`config.mk`:
```
export PLATFORM = sky130hd
export DESIGN_NAME = rgba_to_hsv_convert_core_flat
export DESIGN_NICKNAME = d
export VERILOG_FILES = /design/src/rtl/core/r2h_pkg.sv /design/src/rtl/core/r2h_if.sv /design/src/rtl/core/r2h_div.sv /design/src/rtl/core/rgba_to_hsv_convert_core.sv /design/src/flat_wrapper.sv
export SDC_FILE = /design/constraint.sdc
export NUM_CORES = 2
export LEC_CHECK = 0
export ABC_AREA = 0
export BUFFER_PORTS_ARGS = -buffer_cell sky130_fd_sc_hd__buf_2
export CAP_MARGIN = 10
export CORE_ASPECT_RATIO = 0.75
export CORE_MARGIN = 4
export CORE_UTILIZATION = 45
export CTS_BUF_LIST = sky130_fd_sc_hd__clkbuf_4 sky130_fd_sc_hd__clkbuf_8
export DETAILED_ROUTE_END_ITERATION = 10
export SYNTH_ARGS = -nofsm -noshare
export SYNTH_HDL_FRONTEND = slang
export SYNTH_HIERARCHICAL = 1
export SYNTH_SLANG_ARGS = --single-unit
```
`constraint.sdc`:
```
create_clock -name clock -period 25.8 [get_ports clock]
set_input_delay 2.58 -clock clock [delete_from_list [all_inputs] [get_ports clock]]
set_output_delay 2.58 -clock clock [all_outputs]
set_load 0.02 [all_outputs]
```
`src/rtl/core/r2h_pkg.sv`:
```
package r2h_pkg;

   // quotient width shared by all three dividers (hue needs up to 300)
   localparam int unsigned QUO_BITS  = 9;
   localparam int unsigned HUE_STEP  = 60;
   localparam int unsigned HUE_GREEN = 120;
   localparam int unsigned HUE_BLUE  = 240;
   localparam int unsigned HUE_FULL  = 360;
   localparam int unsigned PCT_FULL  = 100;

   localparam int unsigned HUE_BITS = 9;
   localparam int unsigned PCT_BITS = 7;

   // per-pixel flags that ride alongside the divider pipeline
   typedef struct packed {
      logic azero;   // alpha was zero, nothing converted
      logic grey;    // all channels equal
      logic hneg;    // red sector with green below blue, hue wraps
   } side_type;

endpackage

```
`src/rtl/core/r2h_if.sv`:
```
interface rgba_req_if #(
   parameter int CHANNEL_BITS = 8
);
   logic                    valid;
   logic                    ready;
   logic [CHANNEL_BITS-1:0] red;
   logic [CHANNEL_BITS-1:0] green;
   logic [CHANNEL_BITS-1:0] blue;
   logic [CHANNEL_BITS-1:0] alpha;

   modport source (output valid, output red, output green, output blue, output alpha,
                   input ready);
   modport sink   (input valid, input red, input green, input blue, input alpha,
                   output ready);
endinterface

interface hsv_rsp_if;
   logic       valid;
   logic       ready;
   logic [8:0] hue;
   logic [6:0] saturation;
   logic [6:0] brightness;
   logic       written;
   logic       clipped;

   modport source (output valid, output hue, output saturation, output brightness,
                   output written, output clipped, input ready);
   modport sink   (input valid, input hue, input saturation, input brightness,
                   input written, input clipped, output ready);
endinterface

```
`src/rtl/core/r2h_div.sv`:
```
module r2h_div
   import r2h_pkg::*;
#(
   parameter int NUM_BITS = 19,
   parameter int DEN_BITS = 9
) (
   input  logic                clock,
   input  logic                enable,
   input  logic [NUM_BITS-1:0] num,
   input  logic [DEN_BITS-1:0] den,
   output logic [QUO_BITS-1:0] quo,
   output logic                ovf
);

   localparam int WIDE_BITS = NUM_BITS + DEN_BITS + QUO_BITS;

   logic [NUM_BITS-1:0] rem_ff [0:QUO_BITS];
   logic [DEN_BITS-1:0] den_ff [0:QUO_BITS];
   logic [QUO_BITS-1:0] quo_ff [0:QUO_BITS];
   logic                ovf_ff [0:QUO_BITS];

   // entry stage: flag quotients that do not fit in QUO_BITS
   always_ff @(posedge clock) begin
      if (enable) begin
         rem_ff[0] <= num;
         den_ff[0] <= den;
         quo_ff[0] <= '0;
         ovf_ff[0] <= WIDE_BITS'(num) >= (WIDE_BITS'(den) << QUO_BITS);
      end
   end

   // restoring division, one quotient bit per stage, msb first
   for (genvar k = 1; k <= QUO_BITS; k++) begin : g_step
      logic [WIDE_BITS-1:0] trial_in;
      logic                 fits_in;

      assign trial_in = WIDE_BITS'(den_ff[k-1]) << (QUO_BITS - k);
      assign fits_in  = WIDE_BITS'(rem_ff[k-1]) >= trial_in;

      always_ff @(posedge clock) begin
         if (enable) begin
            rem_ff[k] <= fits_in ? NUM_BITS'(WIDE_BITS'(rem_ff[k-1]) - trial_in)
                                 : rem_ff[k-1];
            den_ff[k] <= den_ff[k-1];
            quo_ff[k] <= {quo_ff[k-1][QUO_BITS-2:0], fits_in};
            ovf_ff[k] <= ovf_ff[k-1];
         end
      end
   end

   assign quo = quo_ff[QUO_BITS];
   assign ovf = ovf_ff[QUO_BITS];

endmodule

```
`src/rtl/core/rgba_to_hsv_convert_core.sv`:
```
// Premultiplied RGBA to HSV conversion, fully pipelined.
// Throughput: one pixel per cycle; the stages advance whenever the output
// register is empty or being taken. Pipeline: 13 register stages (input register,
// operand stage, 10-stage restoring dividers, output); all stages hold under back-pressure.
// Reset (synchronous, active high) clears all stage valid bits; data is not reset.
module rgba_to_hsv_convert_core
   import r2h_pkg::*;
#(
   parameter int CHANNEL_BITS = 8
) (
   input  logic clock,
   input  logic reset,
   rgba_req_if.sink   req_ch,
   hsv_rsp_if.source  rsp_ch
);

   localparam int NW = CHANNEL_BITS + 11;
   localparam int DW = CHANNEL_BITS + 1;
   localparam int CB = CHANNEL_BITS;

   logic adv;

   // input register
   logic          s1_valid_ff;
   logic [CB-1:0] s1_r_ff, s1_g_ff, s1_b_ff, s1_a_ff;

   // operand register
   logic          s2_valid_ff;
   side_type      s2_side_ff;
   logic [NW-1:0] s2_hn_ff, s2_sn_ff, s2_vn_ff;
   logic [DW-1:0] s2_hd_ff, s2_sd_ff, s2_vd_ff;

   // flags that follow the divider stages
   logic     dv_valid_ff [0:QUO_BITS];
   side_type dv_side_ff  [0:QUO_BITS];

   logic                 out_valid_ff;
   logic [HUE_BITS-1:0]  out_hue_ff;
   logic [PCT_BITS-1:0]  out_sat_ff, out_val_ff;
   logic                 out_wr_ff, out_clip_ff;

   assign adv          = !out_valid_ff || rsp_ch.ready;
   assign req_ch.ready = adv;

   // ---- operand stage logic ----
   logic [CB-1:0] mx_in, mn_in;
   logic [NW-1:0] d_in, hn_in;
   logic          hneg_in;
   side_type      side_in;

   always_comb begin
      mx_in = s1_r_ff;
      if (s1_g_ff > mx_in) mx_in = s1_g_ff;
      if (s1_b_ff > mx_in) mx_in = s1_b_ff;
      mn_in = s1_r_ff;
      if (s1_g_ff < mn_in) mn_in = s1_g_ff;
      if (s1_b_ff < mn_in) mn_in = s1_b_ff;
      d_in    = NW'(mx_in) - NW'(mn_in);
      hneg_in = 1'b0;
      if (mx_in == s1_r_ff) begin
         if (s1_g_ff >= s1_b_ff) begin
            hn_in = NW'(HUE_STEP) * (NW'(s1_g_ff) - NW'(s1_b_ff));
         end else begin
            hn_in   = NW'(HUE_STEP) * (NW'(s1_b_ff) - NW'(s1_g_ff));
            hneg_in = 1'b1;
         end
      end else if (mx_in == s1_g_ff) begin
         hn_in = NW'(HUE_STEP) * NW'(s1_b_ff) + NW'(HUE_GREEN) * d_in
               - NW'(HUE_STEP) * NW'(s1_r_ff);
      end else begin
         hn_in = NW'(HUE_STEP) * NW'(s1_r_ff) + NW'(HUE_BLUE) * d_in
               - NW'(HUE_STEP) * NW'(s1_g_ff);
      end
      side_in.azero = (s1_a_ff == '0);
      side_in.grey  = (d_in == '0);
      side_in.hneg  = hneg_in;
   end

   // ---- dividers: round(n/d) = floor((2n+d)/(2d)) ----
   logic [QUO_BITS-1:0] hq, sq, vq;
   logic                hovf, sovf, vovf;

   r2h_div #(.NUM_BITS(NW), .DEN_BITS(DW)) u_hue_div (
      .clock(clock), .enable(adv), .num(s2_hn_ff), .den(s2_hd_ff), .quo(hq), .ovf(hovf)
   );
   r2h_div #(.NUM_BITS(NW), .DEN_BITS(DW)) u_sat_div (
      .clock(clock), .enable(adv), .num(s2_sn_ff), .den(s2_sd_ff), .quo(sq), .ovf(sovf)
   );
   r2h_div #(.NUM_BITS(NW), .DEN_BITS(DW)) u_val_div (
      .clock(clock), .enable(adv), .num(s2_vn_ff), .den(s2_vd_ff), .quo(vq), .ovf(vovf)
   );

   // ---- final stage logic ----
   side_type            fs;
   logic [HUE_BITS-1:0] hue_in;
   logic [PCT_BITS-1:0] sat_in, val_in;
   logic                clip_in;

   always_comb begin
      fs      = dv_side_ff[QUO_BITS];
      clip_in = vovf || (vq > QUO_BITS'(PCT_FULL));
      val_in  = clip_in ? PCT_BITS'(PCT_FULL) : vq[PCT_BITS-1:0];
      if (fs.hneg) begin
         hue_in = (hq == '0) ? '0 : HUE_BITS'(HUE_FULL) - HUE_BITS'(hq);
      end else begin
         hue_in = HUE_BITS'(hq);
      end
      sat_in = sq[PCT_BITS-1:0];
      if (fs.grey) begin
         hue_in = '0;
         sat_in = '0;
      end
   end

   // ---- control (valid bits) ----
   always_ff @(posedge clock) begin
      if (reset) begin
         s1_valid_ff  <= 1'b0;
         s2_valid_ff  <= 1'b0;
         out_valid_ff <= 1'b0;
         for (int i = 0; i <= QUO_BITS; i++) dv_valid_ff[i] <= 1'b0;
      end else if (adv) begin
         s1_valid_ff    <= req_ch.valid;
         s2_valid_ff    <= s1_valid_ff;
         dv_valid_ff[0] <= s2_valid_ff;
         for (int i = 1; i <= QUO_BITS; i++) dv_valid_ff[i] <= dv_valid_ff[i-1];
         out_valid_ff   <= dv_valid_ff[QUO_BITS];
      end
   end

   // ---- datapath ----
   always_ff @(posedge clock) begin
      if (adv) begin
         s1_r_ff <= req_ch.red;
         s1_g_ff <= req_ch.green;
         s1_b_ff <= req_ch.blue;
         s1_a_ff <= req_ch.alpha;

         s2_side_ff <= side_in;
         s2_hn_ff   <= (hn_in << 1) + d_in;
         s2_hd_ff   <= DW'(d_in) << 1;
         s2_sn_ff   <= NW'(2 * PCT_FULL) * d_in + NW'(mx_in);
         s2_sd_ff   <= DW'(mx_in) << 1;
         s2_vn_ff   <= NW'(2 * PCT_FULL) * NW'(mx_in) + NW'(s1_a_ff);
         s2_vd_ff   <= DW'(s1_a_ff) << 1;

         dv_side_ff[0] <= s2_side_ff;
         for (int i = 1; i <= QUO_BITS; i++) dv_side_ff[i] <= dv_side_ff[i-1];

         if (fs.azero) begin
            out_hue_ff  <= '0;
            out_sat_ff  <= '0;
            out_val_ff  <= '0;
            out_wr_ff   <= 1'b0;
            out_clip_ff <= 1'b0;
         end else begin
            out_hue_ff  <= hue_in;
            out_sat_ff  <= sat_in;
            out_val_ff  <= val_in;
            out_wr_ff   <= 1'b1;
            out_clip_ff <= clip_in;
         end
      end
   end

   assign rsp_ch.valid      = out_valid_ff;
   assign rsp_ch.hue        = out_hue_ff;
   assign rsp_ch.saturation = out_sat_ff;
   assign rsp_ch.brightness = out_val_ff;
   assign rsp_ch.written    = out_wr_ff;
   assign rsp_ch.clipped    = out_clip_ff;

   // ---- assertions ----
   a_quo_fits: assert property (@(posedge clock) disable iff (reset)
      dv_valid_ff[QUO_BITS] && !fs.azero && !fs.grey |-> !hovf && !sovf)
      else $error("hue or saturation quotient overflowed");

   a_ranges: assert property (@(posedge clock) disable iff (reset)
      out_valid_ff |-> out_hue_ff < HUE_BITS'(HUE_FULL) && out_sat_ff <= PCT_BITS'(PCT_FULL)
                       && out_val_ff <= PCT_BITS'(PCT_FULL))
      else $error("result field out of range");

   a_clip: assert property (@(posedge clock) disable iff (reset)
      out_valid_ff && out_clip_ff |-> out_val_ff == PCT_BITS'(PCT_FULL) && out_wr_ff)
      else $error("clipped result without full value");

   a_unwritten: assert property (@(posedge clock) disable iff (reset)
      out_valid_ff && !out_wr_ff |-> out_hue_ff == '0 && out_sat_ff == '0
                                     && out_val_ff == '0 && !out_clip_ff)
      else $error("unwritten result carries data");

endmodule

```
`src/flat_wrapper.sv`:
```
// flat-port wrapper written by rule: the top's interface ports become plain ports
module rgba_to_hsv_convert_core_flat import r2h_pkg::*;
#(
   parameter int CHANNEL_BITS = 8
)
  (clock, reset, req_ch_valid, req_ch_red, req_ch_green, req_ch_blue, req_ch_alpha, req_ch_ready, rsp_ch_valid, rsp_ch_hue, rsp_ch_saturation, rsp_ch_brightness, rsp_ch_written, rsp_ch_clipped, rsp_ch_ready);
  rgba_req_if #(.CHANNEL_BITS(CHANNEL_BITS)) req_ch_i ();
  hsv_rsp_if rsp_ch_i ();
  input  logic clock;
  input  logic reset;
  input wire logic [$bits(req_ch_i.valid)-1:0] req_ch_valid;
  input wire logic [$bits(req_ch_i.red)-1:0] req_ch_red;
  input wire logic [$bits(req_ch_i.green)-1:0] req_ch_green;
  input wire logic [$bits(req_ch_i.blue)-1:0] req_ch_blue;
  input wire logic [$bits(req_ch_i.alpha)-1:0] req_ch_alpha;
  output wire logic [$bits(req_ch_i.ready)-1:0] req_ch_ready;
  output wire logic [$bits(rsp_ch_i.valid)-1:0] rsp_ch_valid;
  output wire logic [$bits(rsp_ch_i.hue)-1:0] rsp_ch_hue;
  output wire logic [$bits(rsp_ch_i.saturation)-1:0] rsp_ch_saturation;
  output wire logic [$bits(rsp_ch_i.brightness)-1:0] rsp_ch_brightness;
  output wire logic [$bits(rsp_ch_i.written)-1:0] rsp_ch_written;
  output wire logic [$bits(rsp_ch_i.clipped)-1:0] rsp_ch_clipped;
  input wire logic [$bits(rsp_ch_i.ready)-1:0] rsp_ch_ready;
  assign req_ch_i.valid = req_ch_valid;
  assign req_ch_i.red = req_ch_red;
  assign req_ch_i.green = req_ch_green;
  assign req_ch_i.blue = req_ch_blue;
  assign req_ch_i.alpha = req_ch_alpha;
  assign req_ch_ready = req_ch_i.ready;
  assign rsp_ch_valid = rsp_ch_i.valid;
  assign rsp_ch_hue = rsp_ch_i.hue;
  assign rsp_ch_saturation = rsp_ch_i.saturation;
  assign rsp_ch_brightness = rsp_ch_i.brightness;
  assign rsp_ch_written = rsp_ch_i.written;
  assign rsp_ch_clipped = rsp_ch_i.clipped;
  assign rsp_ch_i.ready = rsp_ch_ready;
  rgba_to_hsv_convert_core #(.CHANNEL_BITS(CHANNEL_BITS)) u_core (.clock(clock), .reset(reset), .req_ch(req_ch_i), .rsp_ch(rsp_ch_i));
endmodule
```
After elaboration in Yosys (flattened, before gate mapping):

Memory sizes are Yosys's and may differ from the RTL's. A register that Yosys moved wholly into a read port is not among the register bits.
Cells that the tools add are included.

* memories: 12
* output and inout bits: 27
* memory bits (writable): 1160
* input bits: 36
* register bits after elaboration: 136

Memories
* u_core.u_hue_div.rem_ff: words 10, bits a word 19, rd ports 9, clocked after memory_dff 0, write ports 10, RTL line r2h_div.sv:17 `logic [NUM_BITS-1:0] rem_ff [0:QUO_BITS];`
* u_core.u_sat_div.rem_ff: words 10, bits a word 19, rd ports 9, clocked after memory_dff 0, write ports 10, RTL line r2h_div.sv:17
* u_core.u_val_div.rem_ff: words 10, bits a word 19, rd ports 9, clocked after memory_dff 0, write ports 10, RTL line r2h_div.sv:17
* u_core.u_hue_div.den_ff: words 10, bits a word 9, rd ports 9, clocked after memory_dff 0, write ports 10, RTL line r2h_div.sv:18 `logic [DEN_BITS-1:0] den_ff [0:QUO_BITS];`
* u_core.u_hue_div.quo_ff: words 10, bits a word 9, rd ports 10, clocked after memory_dff 0, write ports 10, RTL line r2h_div.sv:19 `logic [QUO_BITS-1:0] quo_ff [0:QUO_BITS];`
* u_core.u_sat_div.den_ff: words 10, bits a word 9, rd ports 9, clocked after memory_dff 0, write ports 10, RTL line r2h_div.sv:18
* 6 more memories

* add/subtract/negate cells: 38
* bitwise operators: 10
* multipliers: 9
* reductions and logical operators: 8
* mux-type cells: 55
* equal/unequal tests: 2
* order comparisons: 34

Operator list (count)
* 19-bit 2-to-1 mux: 27
* 19-bit by 10-bit greater-or-equal comparator with 1-bit output: 3
* 19-bit by 11-bit greater-or-equal comparator with 1-bit output: 3
* 19-bit by 12-bit greater-or-equal comparator with 1-bit output: 3
* 19-bit by 13-bit greater-or-equal comparator with 1-bit output: 3
* 19-bit by 14-bit greater-or-equal comparator with 1-bit output: 3
* 19-bit by 15-bit greater-or-equal comparator with 1-bit output: 3
* 19-bit by 16-bit greater-or-equal comparator with 1-bit output: 3
* 19-bit by 17-bit greater-or-equal comparator with 1-bit output: 3
* 19-bit by 9-bit greater-or-equal comparator with 1-bit output: 3
* 19-bit by 10-bit subtractor with 19-bit output: 3
* 19-bit by 11-bit subtractor with 19-bit output: 3
* 19-bit by 12-bit subtractor with 19-bit output: 3
* 19-bit by 13-bit subtractor with 19-bit output: 3
* 19-bit by 14-bit subtractor with 19-bit output: 3
* 19-bit by 15-bit subtractor with 19-bit output: 3
* 19-bit by 16-bit subtractor with 19-bit output: 3
* 19-bit by 17-bit subtractor with 19-bit output: 3
* 19-bit by 9-bit subtractor with 19-bit output: 3
* 18-bit 2-to-1 mux: 3
* 4-bit by 19-bit multiplier with 16-bit output, first input constant: 2
* 14-bit by 18-bit adder with 18-bit output: 2
* 4-bit by 8-bit multiplier with 12-bit output, first input constant: 3
* 18-bit by 14-bit subtractor with 18-bit output: 2
* other kinds (26): 63

Longest topological paths before layout:

* depth in word-level cells: 11
* depth in mapped cells: 53
* depth with buffers taken out: 51

Modules after synthesis:

The synthesis kept the hierarchy.

Modules (own cells, without submodules)
* r2h_div (u_core.u_hue_div ...): area an instance 15026.9 um2, cells an instance 1151, seq. area each 9218.8 um2, times used 2
* rgba_to_hsv_convert_core: area an instance 17606.9 um2, cells an instance 1710, seq. area each 5165.0 um2, times used 1
* r2h_div (u_core.u_val_div): area an instance 15055.7 um2, cells an instance 1162, seq. area each 9218.8 um2, times used 1

Least setup slack after synthesis:

No wires, ideal clock.

* path type: input-to-output
* start: input port rsp_ch_ready
* end: output port req_ch_ready
* setup slack: -401 ps
* path buffers: 1
* data required time: 23220 ps
* arrival: 23621 ps
* cell stages on the path: 3
* cell sequence: nor2b_1 clkbuf_1 inv_1

* longest elaborated chain between the ends: 1

Ends and longest elaborated chain
* start: declaration: RTL line flat_wrapper.sv:23 `input wire logic [$bits(rsp_ch_i.ready)-1:0] rsp_ch_ready;`
* 1-bit logical OR: RTL line rgba_to_hsv_convert_core.sv:42 `assign adv = !out_valid_ff || rsp_ch.ready;`
* end: declaration: RTL line flat_wrapper.sv:16 `output wire logic [$bits(req_ch_i.ready)-1:0] req_ch_ready;`

No other way between the ends.

Worst setup path in the final report:

* start: register u_core.s1_r_ff[5]
* end: register u_core.s2_hn_ff[17], data pin

* longest elaborated chain between the ends: 11
* elaborated cells on any way between the ends: 21
* those cells by class: add/sub (6); mul (3); order compare (4); eq/ne (2); mux (6)

Ends and longest elaborated chain
* start: declaration: RTL line rgba_to_hsv_convert_core.sv:25 `logic [CB-1:0] s1_r_ff, s1_g_ff, s1_b_ff, s1_a_ff;`
* start signal: assignment: RTL line rgba_to_hsv_convert_core.sv:134 `s1_r_ff <= req_ch.red;`
* 8-bit greater-than comparator: RTL line rgba_to_hsv_convert_core.sv:53 `if (s1_g_ff > mx_in) mx_in = s1_g_ff;`
* 8-bit 2-to-1 mux *: RTL line rgba_to_hsv_convert_core.sv:53
* 8-bit greater-than comparator: RTL line rgba_to_hsv_convert_core.sv:54 `if (s1_b_ff > mx_in) mx_in = s1_b_ff;`
* 8-bit 2-to-1 mux *: RTL line rgba_to_hsv_convert_core.sv:54
* named net u_core.mx_in[0]: RTL line rgba_to_hsv_convert_core.sv:46 `logic [CB-1:0] mx_in, mn_in;`
* 8-bit by 8-bit subtractor with 9-bit output: RTL line rgba_to_hsv_convert_core.sv:58 `d_in = NW'(mx_in) - NW'(mn_in);`
* 4-bit by 19-bit multiplier with 15-bit output or 4-bit by 19-bit multiplier with 14-bit output (tied branches): RTL line rgba_to_hsv_convert_core.sv:68, rgba_to_hsv_convert_core.sv:71
* 14-bit by 18-bit adder with 18-bit output (on tied branches): RTL line rgba_to_hsv_convert_core.sv:68, rgba_to_hsv_convert_core.sv:71
* 18-bit by 14-bit subtractor with 18-bit output (on tied branches): RTL line rgba_to_hsv_convert_core.sv:69, rgba_to_hsv_convert_core.sv:72
* 18-bit 2-to-1 mux: RTL line rgba_to_hsv_convert_core.sv:67 `end else if (mx_in == s1_g_ff) begin`
* 18-bit 2-to-1 mux: RTL line rgba_to_hsv_convert_core.sv:60 `if (mx_in == s1_r_ff) begin`
* 19-bit adder *: RTL line rgba_to_hsv_convert_core.sv:140 `s2_hn_ff <= (hn_in << 1) + d_in;`
* end signal: assignment: RTL line rgba_to_hsv_convert_core.sv:140
* end: declaration: RTL line rgba_to_hsv_convert_core.sv:30 `logic [NW-1:0] s2_hn_ff, s2_sn_ff, s2_vn_ff;`

Mark *: on every way through the listed nets, which the timed path passes. The rest lies on a longest branch.
A chain may end at the register's enable or synchronous reset.

==> flow_metrics.env <==
export IMPL_cp_required_ns=26.40
export IMPL_yosys_warnings=6
export IMPL_grt_pass1_vias=37360
export IMPL_cts_made_buffers=166
export IMPL_setup_violations=0
export IMPL_first_iter_violations=2082
export IMPL_grt_antenna_before_repair=3
export IMPL_post_dp_hpwl_mm=87.87
export IMPL_pin_count=63
export IMPL_port_buffers=62
export IMPL_max_freq_mhz=82.44
export IMPL_outcome="finished clean"
export IMPL_ctsHoldBuffers=0
export IMPL_placed_area_sq_um=63660
export IMPL_grt_pass1_wl_mm=191.7
export IMPL_cts_tree="done"
export IMPL_die_h_microns=327.2
export IMPL_grt_overflow=0
export IMPL_cp_start_kind="flop"
export IMPL_clockBufferDepth=3
export IMPL_wirelength_mm=116.8
export IMPL_clk_pin_slew_worst_paths_ns=0.06
export IMPL_clk_latency_ns=0.87
export IMPL_cp_common_cell="inv_1"
export IMPL_final_area_sq_um=67100
export IMPL_worstPathArrival_ns=12.73
export IMPL_die_x_microns=433.5
export IMPL_period_share_pct=47.02
export IMPL_cts_setup_buffers=0
export IMPL_layout_cells_most_common="edfxtp_1"
export IMPL_worstSetupEndpointType="flop"
export IMPL_cts_sinks=1057
export IMPL_drtPass1Iterations=5
export IMPL_final_nets=5950
export IMPL_placementRows=116
export IMPL_slew_headroom_pct=26.50
export IMPL_grt_usage_pct=16.62
export IMPL_drive_gt1_share_pct=9.171
export IMPL_holdWs_ns=0.3904
export IMPL_cts_max_level=4
export IMPL_cp_slowest_cell="fa_1"
export IMPL_grt_max_degree=139
export IMPL_syn_inst=5073
export IMPL_period_minus_slack_ns=12.13
export IMPL_core_sq_um=134100
export IMPL_drv_slew=0
export IMPL_syn_to_final_growth_pct=9.792
export IMPL_cts_root_buf="clkbuf_8"
export IMPL_die_area_sq_um=141800
export IMPL_final_cell_mix="edfxtp_1 (1054), inv_1 (560), ha_1 (489)"
export IMPL_syn_area_per_cell_sq_um=12.05
export IMPL_critPathKind="reg -> reg"
export IMPL_setup_tns_ns=0
export IMPL_wl_per_cell_microns=16.24
export IMPL_cpPeakStageDelay_ns=0.69
export IMPL_antenna_left=0
export IMPL_drv_cap=0
export IMPL_crit_fanout=22
export IMPL_netlist_area_sq_um=61120
export IMPL_grt_setup_unrepaired="false"
export IMPL_finalClockSkew_ns=0.03635
export IMPL_min_path_type="reg -> reg"
export IMPL_place_congestion=0.8803
export IMPL_drc_errors=0
export IMPL_worst_pin_slew_ns=1.101
export IMPL_dr_total_vias=37490
export IMPL_vias_per_cell=5.212
export IMPL_start_util_pct=45.57
export IMPL_ctsResizeCount=0
export IMPL_hold_violations=0
[state kept, by name, indices dropped and copies added, names as in the netlist, 9 cells and up]
register	count
u_core/u_hue_div/rem_ff	171
u_core/u_sat_div/rem_ff	171
u_core/u_val_div/rem_ff	171
u_core/u_hue_div/den_ff	81
u_core/u_sat_div/den_ff	81
u_core/u_val_div/den_ff	81
u_core/u_hue_div/quo_ff	45
u_core/u_val_div/quo_ff	45
u_core/dv_side_ff	30
u_core/u_sat_div/quo_ff	28
u_core/s2_hn_ff	19
u_core/s2_sn_ff	19
u_core/s2_vn_ff	14
u_core/dv_valid_ff	10
u_core/u_val_div/ovf_ff	10
u_core/rsp_ch.hue	9
[per-layer routing]
| layer | global-route usage [%] | vias to the layer above | wire (microns) |
|---|---|---|---|
| li1 | - | 19020 | - |
| met1 | 22.67 | 17620 | 56260 |
| met2 | 26.86 | 613 | 53010 |
| met3 | 2.777 | 232 | 4249 |
| met4 | 5.914 | 2 | 3299 |
| met5 | 0 | - | 13 |
[final cells by class]
class / instances / area (sq um)
clock inverter: 76 / 669.4
multi-input combinational: 3390 / 27000
inverter: 575 / 2171
tap: 1770 / 2215
timing repair buffer: 94 / 563.0
clock buffer: 227 / 2768
sequential: 1057 / 31710
antenna: 3 / 7.507
fill: 11840 / 67010
[through the flow]
stage          setup WS (ns)  utilization, %  std cells
3_5_place_dp           13.77           47.47       6886
5_1_grt                12.72           50.04       7192
6_report               13.67           50.04       7192
4_1_cts                13.69           50.03       7189
3_3_place_gp           13.91           47.47       6886
2_1_floorplan         0.3077               -       5081
[worst max-delay path: cells and delay by family, from the launching register on]
kind,cells,cell delay (ns)
flops,1,0.62
fa+ha+maj,10,3.92
xor+xnor,2,0.25
mux,1,0.54
buf+inv,9,1.57
simple gates,5,0.84
compound gates,18,4.09
[path summary, 6_finish.rpt]
kind	startpoint	endpoint	slack (ns)	cells past startpoint
max reg2reg	u_core/s1_r_ff[5]	u_core/s2_hn_ff[17]	13.67	45
max	u_core/s1_r_ff[5]	u_core/s2_hn_ff[17]	13.67	45
min	u_core/u_val_div/quo_ff[6][4]	u_core/u_val_div/quo_ff[7][5]	0.39	0
min reg2reg	u_core/u_val_div/quo_ff[6][4]	u_core/u_val_div/quo_ff[7][5]	0.39	0
Power is left out: the tool's default activity adds up to more than one toggle a clock period on the data nets, which glitch-free logic cannot reach.
